==> src/sv/prqs_pkg.sv <==
// Shared types and constants for the priority ready-queue scheduler.
package prqs_pkg;

  localparam int ThreadCountDef    = 32;
  localparam int PriorityLevelsDef = 8;
  localparam int IdW               = 5;
  localparam int LvW               = 3;

  typedef enum logic [2:0] {
    OP_ADMIT   = 3'd0,
    OP_YIELD   = 3'd1,
    OP_WAKE    = 3'd2,
    OP_SETPRIO = 3'd3,
    OP_BLOCK   = 3'd4
  } op_t;

  typedef enum logic [2:0] {
    ST_UNUSED   = 3'd0,
    ST_READY    = 3'd1,
    ST_RUNNING  = 3'd2,
    ST_WAITING  = 3'd3,
    ST_FINISHED = 3'd4
  } status_t;

  typedef struct packed {
    logic [2:0]     operation;
    logic [IdW-1:0] thread_id;
    logic [LvW-1:0] new_priority;
  } in_beat_t;

  typedef struct packed {
    logic [IdW-1:0] running_thread;
    logic           cpu_idle;
    logic           switched;
    logic           accepted;
  } out_beat_t;

  // Datapath commands, one per cycle.
  typedef enum logic [3:0] {
    CMD_NONE,
    CMD_LOAD,      // latch the input beat, look up thread state
    CMD_ADMIT,     // set level, ready, push
    CMD_WAKE,      // ready, push at own level
    CMD_MARK_WAIT, // running thread becomes waiting
    CMD_REQUEUE,   // running thread becomes ready, pushed
    CMD_SETLV,     // write new level of addressed thread
    CMD_RM_HEAD,   // pop addressed thread off head of old level
    CMD_WALK,      // one step of the removal walk
    CMD_PUSH_ID,   // push addressed thread at new level
    CMD_SWITCH,    // dispatch head of top level or go idle
    CMD_REJECT     // flag set priority as not accepted
  } cmd_t;

  typedef struct packed {
    logic [2:0] op;
    logic       id_ok;
    status_t    id_status;
    logic       cur_valid;
    logic       any_ready;
    logic       cur_outranks;  // running level above every ready level
    logic       new_beats_cur; // new level above running level
    logic       rm_at_head;    // addressed thread heads its old queue
    logic       rm_occ;        // old queue occupied
    logic       walk_done;     // walk found the thread or ran out
  } status_bus_t;

endpackage

==> src/sv/prqs_datapath.sv <==
// Scheduler datapath: thread tables, linked ready queues and running thread.
module prqs_datapath #(
  parameter int ThreadCount    = prqs_pkg::ThreadCountDef,
  parameter int PriorityLevels = prqs_pkg::PriorityLevelsDef
) (
  input  logic                  clk,
  input  logic                  rst_n,
  input  prqs_pkg::cmd_t        cmd,
  input  prqs_pkg::in_beat_t    in_beat,
  output prqs_pkg::status_bus_t sts,
  output prqs_pkg::out_beat_t   res
);
  localparam int TW = (ThreadCount > 1) ? $clog2(ThreadCount) : 1;
  localparam int LW = (PriorityLevels > 1) ? $clog2(PriorityLevels) : 1;
  localparam int CW = $clog2(ThreadCount + 1);

  prqs_pkg::status_t status_r [ThreadCount];
  logic [LW-1:0]     level_r  [ThreadCount];
  logic [TW-1:0]     link_r   [ThreadCount];
  logic [TW-1:0]     head_r   [PriorityLevels];
  logic [TW-1:0]     tail_r   [PriorityLevels];
  logic [PriorityLevels-1:0] occ_r;
  logic [TW-1:0]     cur_r;
  logic              cur_valid_r;

  logic [2:0]        op_r;
  logic [TW-1:0]     id_r;
  logic              id_ok_r;
  logic [LW-1:0]     nlv_r;
  logic [LW-1:0]     oldlv_r;
  logic [TW-1:0]     prev_r;
  logic [CW-1:0]     n_r;
  logic              sw_r;
  logic              acc_r;

  logic [LW-1:0] top_lv;
  logic          any_rdy;
  logic [LW-1:0] sat_lv;
  logic [TW-1:0] nx;

  always_comb begin
    top_lv  = '0;
    any_rdy = 1'b0;
    for (int i = 0; i < PriorityLevels; i++) begin
      if (occ_r[i]) begin
        top_lv  = LW'(i);
        any_rdy = 1'b1;
      end
    end
  end

  always_comb begin
    if (32'(in_beat.new_priority) > 32'(PriorityLevels - 1)) begin
      sat_lv = LW'(PriorityLevels - 1);
    end else begin
      sat_lv = LW'(in_beat.new_priority);
    end
  end

  assign nx = link_r[prev_r];

  always_comb begin
    sts.op            = op_r;
    sts.id_ok         = id_ok_r;
    sts.id_status     = status_r[id_r];
    sts.cur_valid     = cur_valid_r;
    sts.any_ready     = any_rdy;
    sts.cur_outranks  = !any_rdy || (level_r[cur_r] > top_lv);
    sts.new_beats_cur = nlv_r > level_r[cur_r];
    sts.rm_at_head    = head_r[oldlv_r] == id_r;
    sts.rm_occ        = occ_r[oldlv_r];
    sts.walk_done     = (prev_r == tail_r[oldlv_r]) || (n_r >= CW'(ThreadCount))
                        || (nx == id_r);
    res.running_thread = cur_valid_r ? prqs_pkg::IdW'(cur_r) : '0;
    res.cpu_idle       = !cur_valid_r;
    res.switched       = sw_r;
    res.accepted       = acc_r;
  end

  logic [TW-1:0] pid;
  logic [LW-1:0] plv;
  logic          pdo;

  always_comb begin
    pid = id_r;
    plv = nlv_r;
    pdo = 1'b0;
    unique case (cmd)
      prqs_pkg::CMD_ADMIT, prqs_pkg::CMD_PUSH_ID: pdo = 1'b1;
      prqs_pkg::CMD_WAKE: begin
        pdo = 1'b1;
        plv = level_r[id_r];
      end
      prqs_pkg::CMD_REQUEUE: begin
        pdo = 1'b1;
        pid = cur_r;
        plv = level_r[cur_r];
      end
      default: ;
    endcase
  end

  always_ff @(posedge clk) begin
    if (!rst_n) begin
      for (int i = 0; i < ThreadCount; i++) begin
        status_r[i] <= prqs_pkg::ST_UNUSED;
        level_r[i]  <= '0;
        link_r[i]   <= '0;
      end
      for (int i = 0; i < PriorityLevels; i++) begin
        head_r[i] <= '0;
        tail_r[i] <= '0;
      end
      occ_r       <= '0;
      cur_r       <= '0;
      cur_valid_r <= 1'b0;
      sw_r        <= 1'b0;
      acc_r       <= 1'b1;
      op_r <= '0; id_r <= '0; id_ok_r <= 1'b0; nlv_r <= '0;
      oldlv_r <= '0; prev_r <= '0; n_r <= '0;
    end else begin
      if (pdo) begin
        if (!occ_r[plv]) begin
          head_r[plv] <= pid;
          occ_r[plv]  <= 1'b1;
        end else begin
          link_r[tail_r[plv]] <= pid;
        end
        tail_r[plv] <= pid;
      end
      unique case (cmd)
        prqs_pkg::CMD_LOAD: begin
          op_r    <= in_beat.operation;
          id_r    <= TW'(in_beat.thread_id);
          id_ok_r <= 32'(in_beat.thread_id) < ThreadCount;
          nlv_r   <= sat_lv;
          oldlv_r <= level_r[TW'(in_beat.thread_id)];
          sw_r    <= 1'b0;
          acc_r   <= 1'b1;
        end
        prqs_pkg::CMD_ADMIT: begin
          level_r[id_r]  <= nlv_r;
          status_r[id_r] <= prqs_pkg::ST_READY;
        end
        prqs_pkg::CMD_WAKE: status_r[id_r] <= prqs_pkg::ST_READY;
        prqs_pkg::CMD_MARK_WAIT: status_r[cur_r] <= prqs_pkg::ST_WAITING;
        prqs_pkg::CMD_REQUEUE: status_r[cur_r] <= prqs_pkg::ST_READY;
        prqs_pkg::CMD_SETLV: begin
          level_r[id_r] <= nlv_r;
          prev_r        <= head_r[oldlv_r];
          n_r           <= '0;
        end
        prqs_pkg::CMD_RM_HEAD: begin
          if (id_r == tail_r[oldlv_r]) occ_r[oldlv_r] <= 1'b0;
          else head_r[oldlv_r] <= link_r[id_r];
        end
        prqs_pkg::CMD_WALK: begin
          if (prev_r != tail_r[oldlv_r] && n_r < CW'(ThreadCount)) begin
            if (nx == id_r) begin
              link_r[prev_r] <= link_r[id_r];
              if (tail_r[oldlv_r] == id_r) tail_r[oldlv_r] <= prev_r;
            end else begin
              prev_r <= nx;
              n_r    <= n_r + 1'b1;
            end
          end
        end
        prqs_pkg::CMD_SWITCH: begin
          if (any_rdy) begin
            if (head_r[top_lv] == tail_r[top_lv]) occ_r[top_lv] <= 1'b0;
            else head_r[top_lv] <= link_r[head_r[top_lv]];
            status_r[head_r[top_lv]] <= prqs_pkg::ST_RUNNING;
            cur_r       <= head_r[top_lv];
            cur_valid_r <= 1'b1;
            sw_r        <= 1'b1;
          end else if (cur_valid_r && status_r[cur_r] != prqs_pkg::ST_RUNNING) begin
            cur_valid_r <= 1'b0;
          end
        end
        prqs_pkg::CMD_REJECT: acc_r <= 1'b0;
        default: ;
      endcase
    end
  end
endmodule

==> src/sv/prqs_ctrl.sv <==
// Scheduler controller: sequences one operation and the handshakes.
module prqs_ctrl (
  input  logic                  clk,
  input  logic                  rst_n,
  input  logic                  in_valid,
  output logic                  in_ready,
  output logic                  out_valid,
  input  logic                  out_ready,
  input  prqs_pkg::status_bus_t sts,
  output prqs_pkg::cmd_t        cmd
);
  typedef enum logic [2:0] {
    S_IDLE, S_DECODE, S_YIELD, S_SWITCH, S_WALK, S_PUSH, S_SP_YIELD, S_DONE
  } state_t;

  state_t state_r, state_nxt;
  logic   valid_r, valid_nxt;

  assign in_ready  = state_r == S_IDLE && !valid_r;
  assign out_valid = valid_r;

  always_comb begin
    state_nxt = state_r;
    valid_nxt = valid_r && !out_ready;
    cmd       = prqs_pkg::CMD_NONE;
    unique case (state_r)
      S_IDLE: begin
        if (in_valid && in_ready) begin
          cmd       = prqs_pkg::CMD_LOAD;
          state_nxt = S_DECODE;
        end
      end
      S_DECODE: begin
        state_nxt = S_DONE;
        unique case (sts.op)
          prqs_pkg::OP_ADMIT:
            if (sts.id_ok && (sts.id_status == prqs_pkg::ST_UNUSED ||
                              sts.id_status == prqs_pkg::ST_FINISHED))
              cmd = prqs_pkg::CMD_ADMIT;
          prqs_pkg::OP_YIELD: state_nxt = S_YIELD;
          prqs_pkg::OP_WAKE:
            if (sts.id_ok && sts.id_status == prqs_pkg::ST_WAITING)
              cmd = prqs_pkg::CMD_WAKE;
          prqs_pkg::OP_SETPRIO: begin
            if (!sts.id_ok || sts.id_status == prqs_pkg::ST_UNUSED ||
                sts.id_status == prqs_pkg::ST_FINISHED ||
                sts.id_status > prqs_pkg::ST_FINISHED) begin
              cmd = prqs_pkg::CMD_REJECT;
            end else begin
              cmd = prqs_pkg::CMD_SETLV;
              state_nxt = (sts.id_status == prqs_pkg::ST_READY) ? S_WALK : S_SP_YIELD;
            end
          end
          prqs_pkg::OP_BLOCK: begin
            if (sts.cur_valid) cmd = prqs_pkg::CMD_MARK_WAIT;
            state_nxt = S_SWITCH;
          end
          default: ;
        endcase
      end
      S_YIELD: begin
        if (sts.cur_valid && sts.cur_outranks) begin
          state_nxt = S_DONE;
        end else begin
          if (sts.cur_valid) cmd = prqs_pkg::CMD_REQUEUE;
          state_nxt = S_SWITCH;
        end
      end
      S_SWITCH: begin
        cmd       = prqs_pkg::CMD_SWITCH;
        state_nxt = S_DONE;
      end
      S_WALK: begin
        if (!sts.rm_occ) begin
          state_nxt = S_PUSH;
        end else if (sts.rm_at_head) begin
          cmd       = prqs_pkg::CMD_RM_HEAD;
          state_nxt = S_PUSH;
        end else begin
          cmd = prqs_pkg::CMD_WALK;
          if (sts.walk_done) state_nxt = S_PUSH;
        end
      end
      S_PUSH: begin
        cmd       = prqs_pkg::CMD_PUSH_ID;
        state_nxt = S_SP_YIELD;
      end
      S_SP_YIELD: begin
        state_nxt = (sts.cur_valid && sts.new_beats_cur) ? S_YIELD : S_DONE;
      end
      S_DONE: begin
        if (!valid_r) begin
          valid_nxt = 1'b1;
          state_nxt = S_IDLE;
        end
      end
      default: state_nxt = S_IDLE;
    endcase
  end

  always_ff @(posedge clk) begin
    if (!rst_n) begin
      state_r <= S_IDLE;
      valid_r <= 1'b0;
    end else begin
      state_r <= state_nxt;
      valid_r <= valid_nxt;
    end
  end
endmodule

==> src/sv/priority_ready_queue_scheduler_unit.sv <==
// Top level of the strict-priority multilevel ready-queue thread scheduler.
// channel | ports                          | payload
// input   | in_valid, in_ready, in_data    | operation, thread_id, new_priority
// result  | out_valid, out_ready, out_data | running_thread, cpu_idle, switched, accepted
// Admit, wake, rejected set priority and unknown codes go from load and decode to done;
// block adds a switch; yield adds a check, and a requeue and switch when it gives way. Set
// priority walks the old queue and pushes anew when the thread is ready, then may yield.
// One operation at a time, set by the sequencing FSM and single table ports.
// Synchronous active-low reset clears all tables.
// The result waits in the output register; in_ready returns the cycle after it leaves.
module priority_ready_queue_scheduler_unit #(
  parameter int ThreadCount    = prqs_pkg::ThreadCountDef,
  parameter int PriorityLevels = prqs_pkg::PriorityLevelsDef
) (
  input  logic                clk,
  input  logic                rst_n,
  input  logic                in_valid,
  output logic                in_ready,
  input  prqs_pkg::in_beat_t  in_data,
  output logic                out_valid,
  input  logic                out_ready,
  output prqs_pkg::out_beat_t out_data
);
  prqs_pkg::cmd_t        cmd;
  prqs_pkg::status_bus_t sts;

  prqs_ctrl u_ctrl (
    .clk, .rst_n, .in_valid, .in_ready, .out_valid, .out_ready, .sts, .cmd
  );

  prqs_datapath #(.ThreadCount(ThreadCount), .PriorityLevels(PriorityLevels)) u_dp (
    .clk, .rst_n, .cmd, .in_beat(in_data), .sts, .res(out_data)
  );
endmodule
==> config.mk <==
export PLATFORM = sky130hd
export DESIGN_NAME = priority_ready_queue_scheduler_unit
export DESIGN_NICKNAME = d
export VERILOG_FILES = /design/src/sv/prqs_pkg.sv /design/src/sv/prqs_datapath.sv /design/src/sv/prqs_ctrl.sv /design/src/sv/priority_ready_queue_scheduler_unit.sv
export SDC_FILE = /design/constraint.sdc
export NUM_CORES = 1
export LEC_CHECK = 0
export BUFFER_PORTS_ARGS = -buffer_cell sky130_fd_sc_hd__buf_2
export CORE_UTILIZATION = 50
export DETAILED_ROUTE_END_ITERATION = 6
export PLACE_DENSITY_LB_ADDON = 0.12
export SYNTH_ARGS = -nofsm -noshare
export SYNTH_HDL_FRONTEND = slang
export SYNTH_SLANG_ARGS = --single-unit
==> constraint.sdc <==
create_clock -name clk -period 9 [get_ports clk]
set_input_delay 1.8 -clock clk [delete_from_list [all_inputs] [get_ports clk]]
set_output_delay 1.8 -clock clk [all_outputs]
set_load 0.005 [all_outputs]
==> flow_summary.json, run 1 <==
{
  "status": "finished clean",
  "drtIter0Drc": 2839,
  "grt_pass1_vias": 22350,
  "critPathCaptureType": "flop",
  "worstPathRequired_ns": 9.27,
  "num_vias": 23280,
  "grt_start_max_net_pins": 84,
  "worst-path-buf-inv": 1,
  "fin_skew_ns": 0.03790,
  "finalWorstSetupSlack_ns": 1.362,
  "synth_top_family_by_area": "multiplexers",
  "syn_inst": 2740,
  "grt_use_total": 0.3225,
  "cp_cell_sequence": "nor2b_1, a22oi_1, and4b_1, a41o_1, nor2_1, inv_1, ha_1, o21ai_0, a32oi_1, nor2_1, nand2_1, nand3_1, nand2_1, mux2_2, a221o_1, o31ai_1, nand3_2, o21ai_0",
  "grt_pass1_wl_mm": 143.8,
  "post_cts_buffers": 0,
  "cts_tree": "yes",
  "cts-root-buf": "clkbuf_16",
  "layout-area-overhead-vs-synth_pct": 7.395,
  "yosys.area.top_type": "edfxtp_1",
  "crit_fanout": 44,
  "irDropWorstVdd_v": 0.0001447,
  "synth.mux.area_fraction": 0.1847,
  "path_clk_slew_ns": 0.06,
  "drt_first_pass_iters": 6,
  "ys.flop_type": "edfxtp_1",
  "die_width_um": 243.4,
  "dp_hpwl_mm": 67.91,
  "start_util": 0.5060,
  "cts_resized": 0,
  "p_total_mw": 5.770,
  "max_cap_violations": 0,
  "antenna_found_initial": 1,
  "insertion_delay_ns": 0.63,
  "arrival_ns": 7.90,
  "synth-seq-cells": 461,
  "tightest_slew_ns": 1.260,
  "synth.distinct_cells": 84,
  "num_rows": 88,
  "routed_wl_mm": 96.60,
  "htreeDepth": 2,
  "cp-start-kind": "flop",
  "crit_slowest_cell": "o21ai_0",
  "p_clk_frac": 0.386,
  "io_buffer_count": 24,
  "final_core_util": 0.5434,
  "drive_gt1_frac": 0.1652,
  "cts_buffers": 51,
  "critPathMaxStageDelay_ns": 1.00,
  "synth_xor_area_frac": 0.007816,
  "power.switching_mw": 1.721,
  "drc_errors": 0,
  "combPwrFrac": 0.179,
  "synth_edf_count": 400,
  "final.setup.tns_ns": 0,
  "synth_top_area_share": 0.4122,
  "avgSynthCellArea_um2": 10.63,
  "pwr-share-seq": 0.436,
  "cts_buffer_depth": 3,
  "critPathTopFamily": "simple AND/OR/NAND/NOR gates",
  "p_int_mw": 4.049,
  "yosysSeqAreaShare": 0.4542,
  "synthArstFlopShare": 0,
  "hold_buffers": 0,
  "synth_fa_ha_area_frac": 0.003435,
  "slew_viol_final": 0,
  "ant_nets": 0,
  "cts_sinks": 461,
  "chipHeight_um": 243.4,
  "fmax_ghz": 0.1309,
  "synth_compound_area_frac": 0.1338,
  "wl_per_cell_um": 28.33,
  "finalSetupViolations": 0,
  "p_sw_frac": 0.2982,
  "synth_area_um2": 29140,
  "cellPowerDensity_nw_per_um2": 184.4,
  "slew_headroom": 0.1358,
  "die-area_um2": 59240,
  "pre_cts_ws_ns": 1.441,
  "pin_count": 25,
  "grt_overflow": 0,
  "vias_per_cell": 6.828,
  "antenna_cells": 0,
  "hold_viol": 0,
  "finalCriticalPeriod_ns": 7.638,
  "holdCritPathClass": "flop to flop",
  "place_congestion": 0.9857,
  "synth_nets": 2763,
  "crit_type": "flop to flop",
  "rsz0062_at_grt": "no",
  "yosys.area_share.simple": 0.1658,
  "synthTopCellsByArea": "edfxtp_1 41%, mux4_2 11%, mux2i_1 7.1%",
  "fin_crit_sh": 0.8486,
  "nNetsFinal": 2625,
  "coreArea_um2": 57590,
  "yosys_warnings": 0,
  "leakage_nw": 9.808
}
final cells by class:
| type | count | area (um2) |
|---|---|---|
| Fill cell | 4970 | 26290 |
| Multi-Input combinational cell | 1952 | 14540 |
| Sequential cell | 461 | 13240 |
| Inverter | 50 | 187.7 |
| Timing Repair Buffer | 86 | 588.1 |
| Tap cell | 765 | 957.2 |
| Clock inverter | 27 | 331.6 |
| Clock buffer | 69 | 1446 |
cell usage after synthesis (all sizes together), types with 23 or more instances:
| master | number |
|---|---|
| a21oi | 132 |
| mux2i | 207 |
| dfxtp | 61 |
| edfxtp | 400 |
| mux4 | 140 |
| buf | 101 |
| o21ai | 153 |
| and3 | 23 |
| a22oi | 86 |
| nor2b | 26 |
| nor3 | 265 |
| clkbuf | 176 |
| nand2 | 250 |
| a22o | 32 |
| nand3 | 47 |
| inv | 50 |
| nor2 | 244 |
path summary, 6_finish.rpt:
check / startpoint / end / slack, ns / cells past startpoint
worst min-delay path: u_dp.acc_r / u_dp.acc_r / 0.50 / 2
worst max register to register: flop / u_dp.link_r[13][2] / 1.36 / 18
worst max-delay path: flop / u_dp.link_r[13][2] / 1.36 / 18
worst min register to register: u_dp.acc_r / u_dp.acc_r / 0.50 / 2
metal layers:
layer  part of all wire  up-vias  global-route usage  routed length [um]
li1                   -    10150                   -                   -
met1               0.41    11590              0.4407               39520
met2               0.47     1281              0.5199               45160
met3              0.085      256             0.04715                8217
met4              0.038        0              0.1223                3707
met5                  0        -                   0                   0
power by group through the flow:
stage | Clock [mW] | Combinational (mW) | Sequential, mW
after global placement | 0 | 0.993 | 2.55
after CTS | 2.25 | 1.01 | 2.51
final | 2.23 | 1.03 | 2.51
after floorplan | 0 | 0.746 | 2.48
after global routing | 2.32 | 1.09 | 2.52
after detailed placement | 0 | 1.01 | 2.55
cell usage in the layout, fill, tap and decap left out, types with 20 or more instances in the layout:
master     instances
and3_1            23
buf_4             63
nand2_1          248
nor3_2            69
a22o_1            32
nor2b_1           26
edfxtp_1         400
a21oi_1          132
a22oi_1           86
nand3_1           43
dfxtp_1           54
nor2_1           243
o211ai_1          20
mux4_2           140
mux2i_1          207
clkbuf_16         53
o21ai_0          143
nor3_1           196
inv_1             49
buf_2             23
sequential cells by signal, indices dropped and copies added, names as in the netlist, named ones only:
| register | cells |
|---|---|
| u_dp.occ_r | 8 |
| u_dp.oldlv_r | 3 |
| u_dp.sw_r | 1 |
| u_dp.nlv_r | 3 |
| u_dp.id_ok_r | 1 |
| u_dp.tail_r | 40 |
| u_dp.cur_r | 5 |
| u_dp.link_r | 160 |
| u_dp.id_r | 5 |
| u_ctrl.state_r | 3 |
| u_ctrl.out_valid | 1 |
| u_dp.cur_valid_r | 1 |
| u_dp.acc_r | 1 |
| u_dp.n_r | 6 |
| u_dp.prev_r | 5 |
| u_dp.op_r | 3 |
| u_dp.head_r | 40 |
| u_dp.status_r | 64 |
| u_dp.level_r | 96 |
logic make-up (layout without fill, tap and decap cells):
kind of cell | Yosys count | count (layout)
buffers and inverters | 327 | 232
muxes | 361 | 361
xor gates and xnor gates | 26 | 26
and+or+nand+nor | 965 | 965
adders and majority gates | 8 | 8
DFF | 461 | 461
AOI/OAI and AO/OA | 592 | 592
through the flow:
step	hold slack [ns]	cells	instance area, um2
2_1_floorplan	0.4407	2740	29140
3_3_place_gp	0.4794	3314	29510
3_5_place_dp	0.4982	3314	29510
4_1_cts	0.5091	3410	31290
5_1_grt	0.5689	3410	31290
6_report	0.5046	3410	31290
worst reg2reg max path, cell delays in order, from the launching register on:
cell and delay [ns]:
dfxtp_2 0.95, nor2b_1 0.56, a22oi_1 0.17, and4b_1 0.21
a41o_1 0.20, nor2_1 0.33, inv_1 0.08, ha_1 0.30
o21ai_0 0.09, a32oi_1 0.22, nor2_1 0.09, nand2_1 0.28
nand3_1 0.25, nand2_1 0.51, mux2_2 0.41, a221o_1 0.39
o31ai_1 0.37, nand3_2 0.85, o21ai_0 1.02
Note: power is estimated with default switching activity, not from simulation.
==> run 2, diff against run 1 <==
--- a/config.mk
+++ b/config.mk
@@ -5,6 +5,7 @@
 export SDC_FILE = /design/constraint.sdc
 export NUM_CORES = 1
 export LEC_CHECK = 0
+export ABC_AREA = 1
 export BUFFER_PORTS_ARGS = -buffer_cell sky130_fd_sc_hd__buf_2
 export CORE_UTILIZATION = 50
 export DETAILED_ROUTE_END_ITERATION = 6
==> constraint.sdc (replaced) <==
create_clock -name clk -period 7.1 [get_ports clk]
set_input_delay 1.42 -clock clk [delete_from_list [all_inputs] [get_ports clk]]
set_output_delay 1.42 -clock clk [all_outputs]
set_load 0.005 [all_outputs]
==> flow_summary.json, run 2 <==
{
  "status": "finished clean",
  "crit_fanout": 30,
  "ant_nets": 0,
  "slew_viol_final": 0,
  "coreArea_um2": 56600,
  "synth_top_area_share": 0.4175,
  "synth_top_family_by_area": "simple AND/OR/NAND/NOR gates",
  "leakage_nw": 11.77,
  "worstPathRequired_ns": 7.41,
  "finalWorstSetupSlack_ns": 0.9648,
  "antenna_found_initial": 1,
  "synthTopCellsByArea": "edfxtp_1 42%, nor2_1 9.3%, o21ai_0 8.5%",
  "yosys.area.top_type": "edfxtp_1",
  "grt_use_total": 0.3636,
  "die_width_um": 241.9,
  "synthArstFlopShare": 0,
  "vias_per_cell": 6.409,
  "multi_input_area_um2": 13550,
  "synth_compound_area_frac": 0.2095,
  "largestRegisters": "u_dp.link_r x160, u_dp.level_r x96, u_dp.status_r x64",
  "yosys.area_share.simple": 0.2501,
  "arrival_ns": 6.44,
  "fmax_ghz": 0.1630,
  "fin_skew_ns": 0.02490,
  "holdCritPathClass": "flop to flop",
  "synth-seq-cells": 461,
  "antenna_cells": 0,
  "final-seq-area_um2": 13240,
  "ys.flop_type": "edfxtp_1",
  "num_rows": 87,
  "worstHoldPathCells": 2,
  "grt_pass1_vias": 26380,
  "drtIter0Drc": 3819,
  "synth_area_um2": 28770,
  "p_int_mw": 5.616,
  "critPathMostFrequentCell": "nand2_1",
  "drc_errors": 0,
  "layout-area-overhead-vs-synth_pct": 7.975,
  "insertion_delay_ns": 0.63,
  "nNetsFinal": 3672,
  "rsz0062_at_grt": "no",
  "holdPathEnd": "u_dp.acc_r",
  "synth_xor_area_frac": 0.006088,
  "wl_per_cell_um": 24.48,
  "chipHeight_um": 241.9,
  "combPwrFrac": 0.394,
  "cts_buffer_depth": 3,
  "syn_inst": 3768,
  "path_clk_slew_ns": 0.06,
  "grt_overflow": 0,
  "pin_count": 25,
  "hp-start": "u_dp.acc_r",
  "synth_edf_count": 400,
  "dp_hpwl_mm": 74.86,
  "crit_slowest_cell": "nand2_2",
  "drt_first_pass_iters": 6,
  "hold_viol": 0,
  "htreeDepth": 2,
  "max_cap_violations": 0,
  "die-area_um2": 58510,
  "cp-start-kind": "flop",
  "grt_pass1_wl_mm": 162.1,
  "synth.top_cells.by_count": "712 x nor2_1, 627 x nand2_1, 490 x o21ai_0",
  "irDropWorstVdd_v": 0.0002158,
  "top_register": "u_dp.link_r",
  "cts_resized": 0,
  "pwr-share-seq": 0.330,
  "io_buffer_count": 24,
  "fin_crit_sh": 0.8641,
  "yosys_warnings": 0,
  "hold_buffers": 0,
  "final.setup.tns_ns": 0,
  "most-common-layout-cells": "711 x nor2_1, 626 x nand2_1, 490 x o21ai_0",
  "slew_headroom": 0.2566,
  "p_clk_frac": 0.276,
  "finalSetupViolations": 0,
  "avgSynthCellArea_um2": 7.636,
  "yosysMostFrequentCell": "nor2_1",
  "cts_tree": "yes",
  "crit_type": "flop to flop",
  "routed_wl_mm": 108.9,
  "num_vias": 28500,
  "place_congestion": 1.010,
  "pre_cts_ws_ns": 1.196,
  "final_common_cell": "nor2_1",
  "synth.distinct_cells": 54,
  "cellPowerDensity_nw_per_um2": 321.6,
  "critPathMaxStageDelay_ns": 0.43,
  "cts_sinks": 461,
  "critPathCaptureType": "flop",
  "finalCriticalPeriod_ns": 6.135,
  "power.switching_mw": 4.374,
  "rrSetupSlack_ns": 0.96,
  "yosysSeqAreaShare": 0.4599,
  "r2r_end": "u_dp.link_r[23][1]",
  "tightest_slew_ns": 1.107,
  "drive_gt1_frac": 0.07559,
  "start_util": 0.5083,
  "cts-root-buf": "clkbuf_16",
  "rr_worst_depth": 35,
  "synth_nets": 3791,
  "nFillCells": 5354,
  "synth.mux.area_fraction": 0.0003479,
  "grt_start_max_net_pins": 83,
  "cts_buffers": 51,
  "largest_reg_flops": 160,
  "post_cts_buffers": 0,
  "p_sw_frac": 0.4378,
  "synth_fa_ha_area_frac": 0.003479
}
[run 2: how the worst max path moves through the flow]
| stage | endpoint | cells after the start |
|---|---|---|
| 2_1_floorplan | u_dp.link_r[0][0] | 37 |
| 4_1_cts | u_dp.link_r[18][2] | 35 |
| 5_1_grt | u_dp.link_r[22][0] | 37 |
| 3_5_place_dp | u_dp.link_r[21][4] | 37 |
| 3_3_place_gp | u_dp.link_r[21][2] | 37 |
| 6_report | u_dp.link_r[23][1] | 35 |
[run 2: kinds of logic (layout without fill, tap and decap cells)]
logic type / Yosys count / after routing
xor+xnor: 20 / 20
simple gates: 1707 / 1707
buf+inv: 521 / 444
fa+ha+maj: 8 / 8
compound gates: 1050 / 1050
mux: 1 / 1
flops: 461 / 461
[run 2: layout make-up]
| class | count | share of cell area |
|---|---|---|
| Clock buffer | 56 | 0.04233 |
| Clock inverter | 39 | 0.01337 |
| Inverter | 265 | 0.03210 |
| Multi-Input combinational cell | 2786 | 0.4362 |
| Sequential cell | 461 | 0.4263 |
| Tap cell | 756 | 0.03045 |
| Timing Repair Buffer | 84 | 0.01925 |
[run 2: metrics by stage]
stage	cell area (um2)	util	hold slack (ns)	cells	total power, mW
finish	31070	0.5488	0.4801	4447	9.990
global route	31070	0.5488	0.5164	4447	10.37
CTS	31070	0.5488	0.4824	4447	9.851
detailed placement	29340	0.5183	0.4719	4352	7.112
global placement	29340	0.5183	0.4401	4352	7.066
floorplan	28770	-	0.4297	3768	5.729
[run 2: power by group through the flow]
stage	Clock, mW	Sequential [mW]	Combinational (mW)
CTS	2.78	3.29	3.78
finish	2.75	3.30	3.94
global route	2.88	3.31	4.18
floorplan	0	3.23	2.50
detailed placement	0	3.34	3.77
global placement	0	3.35	3.72
[run 2: per-layer routing]
metal,GRT usage,vias to the layer above,wire [um]
met5,0,-,11
met4,0.1906,2,5955
met3,0.06016,346,11290
met2,0.5681,1885,48760
met1,0.4859,13470,42830
li1,-,12800,-
[run 2: critical path, delay by kind of cell, from the launching register on]
family	cells	cell delay [ns]
AOI/OAI and AO/OA	5	0.59
adders and majority gates	1	0.31
buffers and inverters	7	1.37
DFF	1	0.32
and+or+nand+nor	22	3.21
